===== config.mk =====
export PLATFORM = sky130hd
export DESIGN_NAME = neighbour_presence_tracker_top
export DESIGN_NICKNAME = d
export VERILOG_FILES = /design/src/rtl/npt_pkg.sv /design/src/rtl/npt_cell.sv /design/src/rtl/neighbour_presence_tracker_top.sv
export VERILOG_INCLUDE_DIRS = /design/src /design/src/rtl
export SDC_FILE = /design/constraint.sdc
export NUM_CORES = 2
export LEC_CHECK = 0
export BUFFER_PORTS_ARGS = -buffer_cell sky130_fd_sc_hd__buf_2
export CAP_MARGIN = 15
export CORE_MARGIN = 2
export CORE_UTILIZATION = 30
export CTS_CLUSTER_DIAMETER = 50
export DETAILED_ROUTE_END_ITERATION = 16
export PLACE_DENSITY = 0.49
export SLEW_MARGIN = 15
export SYNTH_ARGS = -nofsm -noshare
export SYNTH_HDL_FRONTEND = slang
export SYNTH_SLANG_ARGS = --single-unit

===== constraint.sdc =====
create_clock -name i_clk -period 34.6 [get_ports i_clk]
set_input_delay 0 -clock i_clk [delete_from_list [all_inputs] [get_ports i_clk]]
set_output_delay 0 -clock i_clk [all_outputs]
set_load 0.03 [all_outputs]

===== src/rtl/neighbour_presence_tracker_top_defines.svh =====
// ----------------------------------------------------------------------------
// Assertion macros for the neighbour presence tracker
// ----------------------------------------------------------------------------
`ifndef NEIGHBOUR_PRESENCE_TRACKER_TOP_DEFINES_SVH
`define NEIGHBOUR_PRESENCE_TRACKER_TOP_DEFINES_SVH

// Same-cycle implication, disabled while reset is low
`define NPT_ASSERT_NOW(lbl, clk, rstn, ante, cons, msg) \
    lbl: assert property (@(posedge clk) disable iff (!rstn) (ante) |-> (cons)) \
        else $error(msg);

// Next-cycle implication, disabled while reset is low
`define NPT_ASSERT_NEXT(lbl, clk, rstn, ante, cons, msg) \
    lbl: assert property (@(posedge clk) disable iff (!rstn) (ante) |=> (cons)) \
        else $error(msg);

`endif


===== src/rtl/npt_pkg.sv =====
// ----------------------------------------------------------------------------
// npt_pkg
// Shared types and constants of the neighbour presence tracker.
// ----------------------------------------------------------------------------
package npt_pkg;

    localparam int unsigned MAX_NODES_DEF = 16;

    localparam logic signed [7:0] RSSI_THR_RST   = -8'sd65;
    localparam logic [31:0]       DETECT_TCK_RST = 32'd1920;
    localparam logic [31:0]       ABSENT_TCK_RST = 32'd3840;
    localparam logic [31:0]       SWEEP_TCK_RST  = 32'd768;

    // configuration register indexes
    localparam logic [1:0] CFG_RSSI_THR   = 2'd0;
    localparam logic [1:0] CFG_DETECT_TCK = 2'd1;
    localparam logic [1:0] CFG_ABSENT_TCK = 2'd2;
    localparam logic [1:0] CFG_SWEEP_TCK  = 2'd3;

    localparam logic ACT_BEACON = 1'b0;
    localparam logic ACT_SWEEP  = 1'b1;

    localparam logic EV_DETECT = 1'b0;
    localparam logic EV_ABSENT = 1'b1;

    // command broadcast to every cell while an item walks the chain
    typedef struct packed {
        logic        sweep;
        logic [15:0] node;
        logic        nonneg;
        logic        is_strong;
        logic [31:0] now;
        logic [31:0] detect;
        logic [31:0] absent;
    } t_cmd;

    // event raised by the cell that holds the token
    typedef struct packed {
        logic        valid;
        logic        kind;
        logic [15:0] node;
        logic [31:0] time_of;
    } t_ev;

endpackage


===== src/rtl/npt_cell.sv =====
// ----------------------------------------------------------------------------
// npt_cell
// One table entry. Processes the command when the walking token sits here,
// then hands the token and the found flag to the next cell.
// ----------------------------------------------------------------------------
module npt_cell #(
    parameter int unsigned MAX_NODES = 16,
    parameter int unsigned IDX       = 0
) (
    input  logic                                i_clk,
    input  logic                                i_rst_n,
    input  logic                                i_adv,
    input  npt_pkg::t_cmd                       i_cmd,
    input  logic [$clog2(MAX_NODES+1)-1:0]      i_count,
    input  logic                                i_tok,
    input  logic                                i_found,
    output logic                                o_tok,
    output logic                                o_found,
    output npt_pkg::t_ev                        o_ev,
    output logic                                o_ins
);
    import npt_pkg::*;

    localparam int unsigned CNT_W = $clog2(MAX_NODES + 1);
    localparam logic [CNT_W-1:0] MY_IDX = CNT_W'(IDX);

    logic        r_tok;
    logic        r_found;
    logic [15:0] r_id;
    logic        r_present;
    logic        r_timing;
    logic        r_fade_on;
    logic [31:0] r_since;
    logic [31:0] r_fading;

    logic        w_used;
    logic        w_hit;
    logic        w_ins;
    logic        w_pres;
    logic        w_timing;
    logic        w_fade;
    logic [31:0] w_base;
    logic [31:0] w_lim;
    logic [31:0] w_diff;
    logic        w_due;
    logic        w_bcn;
    logic        w_det;
    logic        w_abs_b;
    logic        w_abs_s;

    always_comb begin
        w_used   = (MY_IDX < i_count);
        w_hit    = !i_cmd.sweep && w_used && (r_id == i_cmd.node);
        // first free slot takes an unknown id
        w_ins    = !i_cmd.sweep && (MY_IDX == i_count) && !r_found;
        w_pres   = w_ins ? 1'b0 : r_present;
        w_timing = w_ins ? 1'b0 : r_timing;
        w_fade   = w_ins ? 1'b0 : r_fade_on;
        w_base   = (i_cmd.sweep || i_cmd.is_strong) ? r_since : r_fading;
        w_lim    = (!i_cmd.sweep && i_cmd.is_strong) ? i_cmd.detect : i_cmd.absent;
        w_diff   = i_cmd.now - w_base;
        w_due    = (w_diff >= w_lim);
        w_bcn    = (w_hit || w_ins) && !i_cmd.nonneg;
        w_det    = w_hit && !i_cmd.nonneg && i_cmd.is_strong && !r_present && r_timing
                   && w_due;
        w_abs_b  = w_hit && !i_cmd.nonneg && !i_cmd.is_strong && r_present && r_fade_on
                   && w_due;
        w_abs_s  = i_cmd.sweep && w_used && r_present && w_due;
    end

    assign o_tok   = r_tok;
    assign o_found = r_found || w_hit || w_ins;
    assign o_ins   = r_tok && w_ins;

    always_comb begin
        o_ev.valid   = r_tok && (w_det || w_abs_b || w_abs_s);
        o_ev.kind    = w_det ? EV_DETECT : EV_ABSENT;
        o_ev.node    = r_id;
        o_ev.time_of = w_abs_b ? r_fading : r_since;
    end

    always_ff @(posedge i_clk) begin
        if (!i_rst_n) begin
            r_tok   <= 1'b0;
            r_found <= 1'b0;
        end else if (i_adv) begin
            r_tok   <= i_tok;
            r_found <= i_found;
        end
    end

    always_ff @(posedge i_clk) begin
        if (i_adv && r_tok) begin
            if (w_ins) begin
                r_id      <= i_cmd.node;
                r_present <= 1'b0;
                r_timing  <= 1'b0;
                r_fade_on <= 1'b0;
            end
            if (w_bcn) begin
                if (i_cmd.is_strong) begin
                    if (w_pres || !w_timing) begin
                        r_since  <= i_cmd.now;
                        r_timing <= 1'b1;
                    end else if (w_due) begin
                        r_present <= 1'b1;
                        r_fade_on <= 1'b0;
                    end
                end else if (!w_pres) begin
                    r_timing <= 1'b0;
                end else if (!w_fade) begin
                    r_fading  <= i_cmd.now;
                    r_fade_on <= 1'b1;
                end else if (w_due) begin
                    r_present <= 1'b0;
                    r_timing  <= 1'b0;
                end
            end
            if (w_abs_s) begin
                r_present <= 1'b0;
                r_timing  <= 1'b0;
            end
        end
    end

endmodule


===== src/rtl/neighbour_presence_tracker_top.sv =====
// ----------------------------------------------------------------------------
// neighbour_presence_tracker_top
// Neighbour table built as a chain of entry cells; a token walks the chain
// once per non-sender beacon or effective sweep and collects DETECT / ABSENT events.
// ----------------------------------------------------------------------------
//   channel | direction | handshake                 | payload
//   in      | input     | i_in_valid / o_in_ready   | action, node_id, rssi,
//           |           |                           | sender_role, now_ticks
//   out     | output    | o_out_valid / i_out_ready | event_kind, event_node,
//           |           |                           | event_time, last_of_run
//   cfg     | input     | i_cfg_we                  | i_cfg_index, i_cfg_data
//
// A beacon or effective sweep is accepted, then the token walks the chain cell
// by cell, and a flush state ends the run.
// A sender-role beacon or an early sweep is accepted without a walk and gives no item.
// The walk stalls on a cell that raises an event while the output register
// and the pending event register are both full; the flush cycle likewise
// waits for a free output register.
// Reset is synchronous; no clearing pass is needed after it.
// ----------------------------------------------------------------------------
`include "neighbour_presence_tracker_top_defines.svh"

module neighbour_presence_tracker_top #(
    parameter int unsigned MAX_NODES = npt_pkg::MAX_NODES_DEF
) (
    input  logic               i_clk,
    input  logic               i_rst_n,
    input  logic               i_in_valid,
    output logic               o_in_ready,
    input  logic               i_action,
    input  logic [15:0]        i_node_id,
    input  logic signed [7:0]  i_rssi,
    input  logic               i_sender_role,
    input  logic [31:0]        i_now_ticks,
    output logic               o_out_valid,
    input  logic               i_out_ready,
    output logic               o_event_kind,
    output logic [15:0]        o_event_node,
    output logic [31:0]        o_event_time,
    output logic               o_last_of_run,
    input  logic               i_cfg_we,
    input  logic [1:0]         i_cfg_index,
    input  logic [31:0]        i_cfg_data
);
    import npt_pkg::*;

    localparam int unsigned CNT_W = $clog2(MAX_NODES + 1);

    localparam logic [1:0] S_IDLE  = 2'd0;
    localparam logic [1:0] S_WALK  = 2'd1;
    localparam logic [1:0] S_FLUSH = 2'd2;

    logic [1:0]        r_state;
    logic [1:0]        n_state;

    logic signed [7:0] r_rssi_thr;
    logic [31:0]       r_detect_tck;
    logic [31:0]       r_absent_tck;
    logic [31:0]       r_sweep_tck;

    logic [CNT_W-1:0]  r_count;
    logic [31:0]       r_last_sweep;

    logic              r_cmd_sweep;
    logic [15:0]       r_cmd_node;
    logic              r_cmd_nonneg;
    logic              r_cmd_strong;
    logic [31:0]       r_cmd_now;
    t_cmd              w_cmd;

    logic              r_pnd_valid;
    t_ev               r_pnd;

    logic              r_out_valid;
    logic              r_out_kind;
    logic [15:0]       r_out_node;
    logic [31:0]       r_out_time;
    logic              r_out_last;

    logic [MAX_NODES:0]   w_tok;
    logic [MAX_NODES:0]   w_fnd;
    logic [MAX_NODES-1:0] w_ins;
    logic [MAX_NODES-1:0] w_ev_hit;
    t_ev                  w_ev_vec [MAX_NODES];
    t_ev                  w_ev;

    logic              w_accept;
    logic              w_early;
    logic              w_start;
    logic              w_out_free;
    logic              w_adv;
    logic              w_push_pnd;
    logic              w_flush;

    assign o_in_ready = (r_state == S_IDLE);
    assign w_accept   = i_in_valid && o_in_ready;
    assign w_early    = ((i_now_ticks - r_last_sweep) < r_sweep_tck);
    assign w_start    = w_accept && ((i_action == ACT_SWEEP) ? !w_early : !i_sender_role);
    assign w_out_free = !r_out_valid || i_out_ready;

    // hold the walk while an event has nowhere to go
    assign w_adv      = (r_state == S_WALK) ? (!w_ev.valid || !r_pnd_valid || w_out_free)
                                            : 1'b1;
    assign w_push_pnd = (r_state == S_WALK) && w_adv && w_ev.valid && r_pnd_valid;
    assign w_flush    = (r_state == S_FLUSH) && r_pnd_valid && w_out_free;

    always_comb begin
        w_cmd.sweep     = r_cmd_sweep;
        w_cmd.node      = r_cmd_node;
        w_cmd.nonneg    = r_cmd_nonneg;
        w_cmd.is_strong = r_cmd_strong;
        w_cmd.now       = r_cmd_now;
        w_cmd.detect    = r_detect_tck;
        w_cmd.absent    = r_absent_tck;
    end

    assign w_tok[0] = w_start;
    assign w_fnd[0] = 1'b0;

    for (genvar g = 0; g < MAX_NODES; g++) begin : g_cell
        npt_cell #(
            .MAX_NODES (MAX_NODES),
            .IDX       (g)
        ) u_cell (
            .i_clk   (i_clk),
            .i_rst_n (i_rst_n),
            .i_adv   (w_adv),
            .i_cmd   (w_cmd),
            .i_count (r_count),
            .i_tok   (w_tok[g]),
            .i_found (w_fnd[g]),
            .o_tok   (w_tok[g+1]),
            .o_found (w_fnd[g+1]),
            .o_ev    (w_ev_vec[g]),
            .o_ins   (w_ins[g])
        );
        assign w_ev_hit[g] = w_ev_vec[g].valid;
    end

    // only the token holder can raise an event; drop the fields of idle cells
    always_comb begin
        w_ev = '0;
        for (int k = 0; k < MAX_NODES; k++) begin
            if (w_ev_vec[k].valid) begin
                w_ev = w_ev | w_ev_vec[k];
            end
        end
    end

    always_comb begin
        n_state = r_state;
        case (r_state)
            S_IDLE: begin
                if (w_start) begin
                    n_state = S_WALK;
                end
            end
            S_WALK: begin
                if (w_adv && w_tok[MAX_NODES]) begin
                    n_state = S_FLUSH;
                end
            end
            S_FLUSH: begin
                if (!r_pnd_valid || w_out_free) begin
                    n_state = S_IDLE;
                end
            end
            default: n_state = S_IDLE;
        endcase
    end

    always_ff @(posedge i_clk) begin
        if (!i_rst_n) begin
            r_state      <= S_IDLE;
            r_rssi_thr   <= RSSI_THR_RST;
            r_detect_tck <= DETECT_TCK_RST;
            r_absent_tck <= ABSENT_TCK_RST;
            r_sweep_tck  <= SWEEP_TCK_RST;
            r_count      <= '0;
            r_last_sweep <= '0;
            r_pnd_valid  <= 1'b0;
            r_out_valid  <= 1'b0;
        end else begin
            r_state <= n_state;
            if (i_cfg_we) begin
                case (i_cfg_index)
                    CFG_RSSI_THR:   r_rssi_thr   <= i_cfg_data[7:0];
                    CFG_DETECT_TCK: r_detect_tck <= i_cfg_data;
                    CFG_ABSENT_TCK: r_absent_tck <= i_cfg_data;
                    CFG_SWEEP_TCK:  r_sweep_tck  <= i_cfg_data;
                    default: ;
                endcase
            end
            if (w_adv && (|w_ins)) begin
                r_count <= r_count + 1'b1;
            end
            if (w_start && (i_action == ACT_SWEEP)) begin
                r_last_sweep <= i_now_ticks;
            end
            if ((r_state == S_WALK) && w_adv && w_ev.valid) begin
                r_pnd_valid <= 1'b1;
            end else if (w_flush) begin
                r_pnd_valid <= 1'b0;
            end
            if (w_push_pnd || w_flush) begin
                r_out_valid <= 1'b1;
            end else if (i_out_ready) begin
                r_out_valid <= 1'b0;
            end
        end
    end

    always_ff @(posedge i_clk) begin
        if (w_accept) begin
            r_cmd_sweep  <= i_action;
            r_cmd_node   <= i_node_id;
            r_cmd_nonneg <= !i_rssi[7];
            r_cmd_strong <= (i_rssi >= r_rssi_thr);
            r_cmd_now    <= i_now_ticks;
        end
        if ((r_state == S_WALK) && w_adv && w_ev.valid) begin
            r_pnd <= w_ev;
        end
        if (w_push_pnd || w_flush) begin
            r_out_kind <= r_pnd.kind;
            r_out_node <= r_pnd.node;
            r_out_time <= r_pnd.time_of;
            r_out_last <= w_flush;
        end
    end

    assign o_out_valid   = r_out_valid;
    assign o_event_kind  = r_out_kind;
    assign o_event_node  = r_out_node;
    assign o_event_time  = r_out_time;
    assign o_last_of_run = r_out_last;

    `NPT_ASSERT_NOW(a_tok_single, i_clk, i_rst_n, 1'b1, $onehot0(w_tok[MAX_NODES:1]), "more than one token in the chain")
    `NPT_ASSERT_NOW(a_ev_single, i_clk, i_rst_n, 1'b1, $onehot0(w_ev_hit), "events from more than one cell")
    `NPT_ASSERT_NOW(a_count_max, i_clk, i_rst_n, 1'b1, r_count <= CNT_W'(MAX_NODES), "entry count beyond table size")
    `NPT_ASSERT_NEXT(a_walk_end, i_clk, i_rst_n, (r_state == S_WALK) && w_adv && w_tok[MAX_NODES], r_state == S_FLUSH, "walk end did not reach flush")
    `NPT_ASSERT_NOW(a_idle_clean, i_clk, i_rst_n, r_state == S_IDLE, !r_pnd_valid && (w_tok[MAX_NODES:1] == '0), "idle with work in flight")

endmodule


==> run summary <==
====================================================================================
Die footprint                                                           0.3656 sq mm
Syn Std Cell Area                                                       0.1082 sq mm
Initial cell density of the core                                              0.3013
Number of vias per cell                                                        5.598
TritonCTS clock tree                                                           built
Residual DRC                                                                       0
Synth-to-layout area growth                                                   18.76%
Yosys synthesis warning count                                                      0
Type of the setup path with the least slack                               reg -> reg
Worst slack at placement                                                   21,320 ps
Setup clock skew after layout                                               52.55 ps
Routed wire length                                                        428,900 um
Final setup slack of the worst path                                        21,100 ps
Vert. Die Dim                                                               604.7 um
Via Count                                                                     86,990
Clk sinks                                                                      1,654
Power share of the combinational group                                         0.212
Global-route usage over all layers                                            0.2269
Most common cell on crit path                                           sky130_fd_sc_hd__buf_4
Commonest non-fill, non-tap cell in the layout                          sky130_fd_sc_hd__edfxtp_1
Critical path startpoint category                                               flop
CTS Root Buffer Type                                                    sky130_fd_sc_hd__clkbuf_16
Final setup violation count                                                        0
Maximum buffer depth of the clock tree                                             4
Clock network latency to the later pin of the worst-skew pair                 930 ps
Total Nets Final                                                              11,720
CP arrival                                                                 14,010 ps
Number of nets still failing antenna checks after routing                          0
Proportion of synthesized flip-flops having asynchronous set or reset              0
Placeable Area                                                          0.3592 sq mm
Final sum of negative setup slack                                               0 ps
Sequential cell area fraction in the yosys report                             0.4426
Cell area after layout                                                  0.1285 sq mm
Power per standard cell area                                            50.30 mW/mm^2
Boundary pin count                                                               149
Final HPWL from detailed placement                                        316,800 um
Slowest cell on the critical path                                       sky130_fd_sc_hd__o311ai_0
Mean area per synthesized cell                                           10.91 sq um
RSZ-0062 raised after global routing                                           false
Internal power                                                            0.004513 W
Wire length of the first global-routing pass                              603,700 um
Most used DFF post-synth                                                sky130_fd_sc_hd__edfxtp_1
DRC violation total after the first TritonRoute iteration                      8,435
Remaining Overflow, GRT                                                            0
Count of mapped cells out of synthesis                                         9,923
Tightest Pin Transition                                                      1275 ps
Switching power of the nets                                               0.001953 W
Number of global-route vias before repair                                     85,400
# port buffers                                                                   148
Number of distinct library cells after synthesis                                  89
Routability cong.                                                             0.9456
Share of total power in the clock network                                      0.446
Post-CTS setup buffer count                                                        0
Delay of the slowest cell on the worst path                                  1050 ps
Type of the worst min-delay path                                           in -> reg
Core occupancy in the finished layout                                         0.3578
Max-cap violation count                                                            0
Most area-consuming cells after synthesis                               sky130_fd_sc_hd__edfxtp_1, sky130_fd_sc_hd__ha_1, sky130_fd_sc_hd__mux2i_1
Pin count of the biggest net entering global routing                              82
Number of enable-type register cells in the synthesized netlist                1,478
Clock transition at the registers of the reported paths                        60 ps
Register bit total from synthesis                                              1,654
Hold Violations, Final                                                             0
First-pass iteration count of the detailed router                                  6
Number of placement rows                                                         220
Critical path capture point type                                                flop
Outcome                                                                    completed
Horizontal extent of the die                                                604.7 um
Final clock period utilization by the worst path                              0.3901
Cell taking the most area after synthesis                               sky130_fd_sc_hd__edfxtp_1
Initial antenna violation count                                                   25
Routed length per instance                                                  27.60 um
Inserted Clock Buffers                                                           275
Layout cell share with drive strength beyond 1                                0.1133
Max-slew violation count                                                           0
Synthesized Nets                                                              11,120
Fraction of power consumed by sequential logic                                 0.343
DP Area                                                                 0.1170 sq mm
Fraction of synthesized cell area taken by the top area cell type             0.4101
Most frequent cells in the layout                                       sky130_fd_sc_hd__edfxtp_1, sky130_fd_sc_hd__ha_1, sky130_fd_sc_hd__mux2i_1
Worst IR Drop VDD                                                       0.00004009 V
Static Leak                                                                 48.33 nW
Post-route minimum period                                                  13,500 ps
Maximum fanout along the worst path                                               71
Deepest level of the CTS H-tree                                                    5
Critical path data required time                                           35,110 ps
Remaining max-slew budget at the tightest pin                                 0.1477
Fmax                                                                       74.08 MHz
Net switching share of the total power                                        0.3020
====================================================================================
==> layer usage <==
| metal | part of all wire | global-route usage | wire, um |
|---|---|---|---|
| met3 | 0.069 | 0.03021 | 29800 |
| met1 | 0.44 | 0.3119 | 190100 |
| met2 | 0.45 | 0.3653 | 193900 |
| met5 | 0.000072 | 0 | 31 |
| met4 | 0.035 | 0.07813 | 15040 |
==> what timing repair did <==
action	4_1_cts	5_1_grt
hold buffers	180	0
endpoints found under the hold margin	272	0
gates resized for setup	0	0
==> synthesized netlist by cell type, types with 22 or more instances <==
| cell | instances |
|---|---|
| sky130_fd_sc_hd__o21ai_0 | 406 |
| sky130_fd_sc_hd__and2_1 | 60 |
| sky130_fd_sc_hd__o22ai_1 | 132 |
| sky130_fd_sc_hd__clkbuf_1 | 198 |
| sky130_fd_sc_hd__buf_1 | 57 |
| sky130_fd_sc_hd__a211oi_1 | 82 |
| sky130_fd_sc_hd__xor2_1 | 279 |
| sky130_fd_sc_hd__a222oi_1 | 37 |
| sky130_fd_sc_hd__buf_2 | 49 |
| sky130_fd_sc_hd__edfxtp_1 | 1478 |
| sky130_fd_sc_hd__mux2_2 | 98 |
| sky130_fd_sc_hd__a2111oi_0 | 47 |
| sky130_fd_sc_hd__nor2_1 | 583 |
| sky130_fd_sc_hd__or3_1 | 43 |
| sky130_fd_sc_hd__nand2b_1 | 107 |
| sky130_fd_sc_hd__a21oi_1 | 732 |
| sky130_fd_sc_hd__inv_1 | 273 |
| sky130_fd_sc_hd__a31oi_1 | 51 |
| sky130_fd_sc_hd__ha_1 | 1081 |
| sky130_fd_sc_hd__o31ai_1 | 35 |
| sky130_fd_sc_hd__and4_1 | 25 |
| sky130_fd_sc_hd__nor4_1 | 94 |
| sky130_fd_sc_hd__o21bai_1 | 66 |
| sky130_fd_sc_hd__nand2_1 | 710 |
| sky130_fd_sc_hd__xnor2_1 | 438 |
| sky130_fd_sc_hd__dfxtp_1 | 176 |
| sky130_fd_sc_hd__nand4_1 | 166 |
| sky130_fd_sc_hd__or2_2 | 40 |
| sky130_fd_sc_hd__a21o_1 | 294 |
| sky130_fd_sc_hd__and3_1 | 83 |
| sky130_fd_sc_hd__nor2b_1 | 93 |
| sky130_fd_sc_hd__o21a_1 | 113 |
| sky130_fd_sc_hd__a211o_1 | 31 |
| sky130_fd_sc_hd__o2111ai_1 | 22 |
| sky130_fd_sc_hd__o211ai_1 | 51 |
| sky130_fd_sc_hd__nand3_1 | 183 |
| sky130_fd_sc_hd__mux2i_1 | 935 |
| sky130_fd_sc_hd__nor3_1 | 154 |
| sky130_fd_sc_hd__a221oi_1 | 47 |
| sky130_fd_sc_hd__a22oi_1 | 34 |
==> final cells by class <==
class,instances,area [sq um]
fillers,35140,230700
flip-flops and latches,1654,47910
well taps,4773,5972
multi-input cells,7688,59100
clock inverters,196,2394
diodes,18,45.04
repair buffers,628,4890
inverters,274,1031
clock buffers,309,7199
==> metrics by stage <==
| stage | total power, W | std cells | hold slack [ps] |
|---|---|---|---|
| finish | 0.006466 | 15540 | 52.02 |
| global route | 0.006737 | 15530 | 58.00 |
| CTS | 0.006507 | 15520 | 0.9102 |
| detailed placement | 0.003592 | 14830 | 179.2 |
| global placement | 0.003558 | 14830 | 181.3 |
| floorplan | 0.003167 | 9923 | 98.87 |
==> critical path, delay by kind of cell, from the launching register on <==
kind                     cells  cell delay, ps
flip-flops                   1             360
buffers and inverters        6            2030
adder cells (fa/ha/maj)      3             950
XOR/XNOR                     1             160
AO/OA/AOI/OAI               14            5390
AND/OR/NAND/NOR              7            3670
multiplexers                 1             340
==> power groups by stage <==
stage	combinational, W	clock, W	sequential, W
2_1_floorplan	0.000888	0	0.00228
3_5_place_dp	0.00134	0	0.00226
5_1_grt	0.00151	0.00301	0.00222
3_3_place_gp	0.00130	0	0.00226
4_1_cts	0.00136	0.00293	0.00222
6_report	0.00137	0.00288	0.00222
==> cell families after synthesis <==
logic type | share of synthesized area
buf+inv | 0.02085
fa+ha+maj | 0.1281
mux | 0.09667
flops | 0.4426
xor+xnor | 0.05802
simple gates | 0.1092
compound gates | 0.1446
==> registers in the layout, indices dropped and copies added (netlist names), 16 cells and up <==
name                     count
g_cell.u_cell.o_tok         16
r_absent_tck                32
o_event_time                32
g_cell.u_cell.r_fading     512
o_event_node                16
g_cell.u_cell.r_since      512
r_sweep_tck                 32
r_detect_tck                32
r_cmd_node                  16
r_last_sweep                32
r_pnd                       49
g_cell.u_cell.r_present     16
r_cmd_now                   32
g_cell.u_cell.r_timing      16
g_cell.u_cell.r_fade_on     16
g_cell.u_cell.r_id         256
==> worst paths after layout <==
| path | from | to | slack [ps] | cells past startpoint |
|---|---|---|---|---|
| setup reg to reg | r_cmd_sweep | g_cell[8].u_cell.r_fading[3] | 21100 | 32 |
| hold / removal | i_out_ready | o_out_valid | 50 | 4 |
| hold reg to reg | r_pnd[23] | o_event_time[23] | 420 | 0 |
| setup / recovery | r_cmd_sweep | g_cell[8].u_cell.r_fading[3] | 21100 | 32 |
Power figures use the tool's default switching activity.
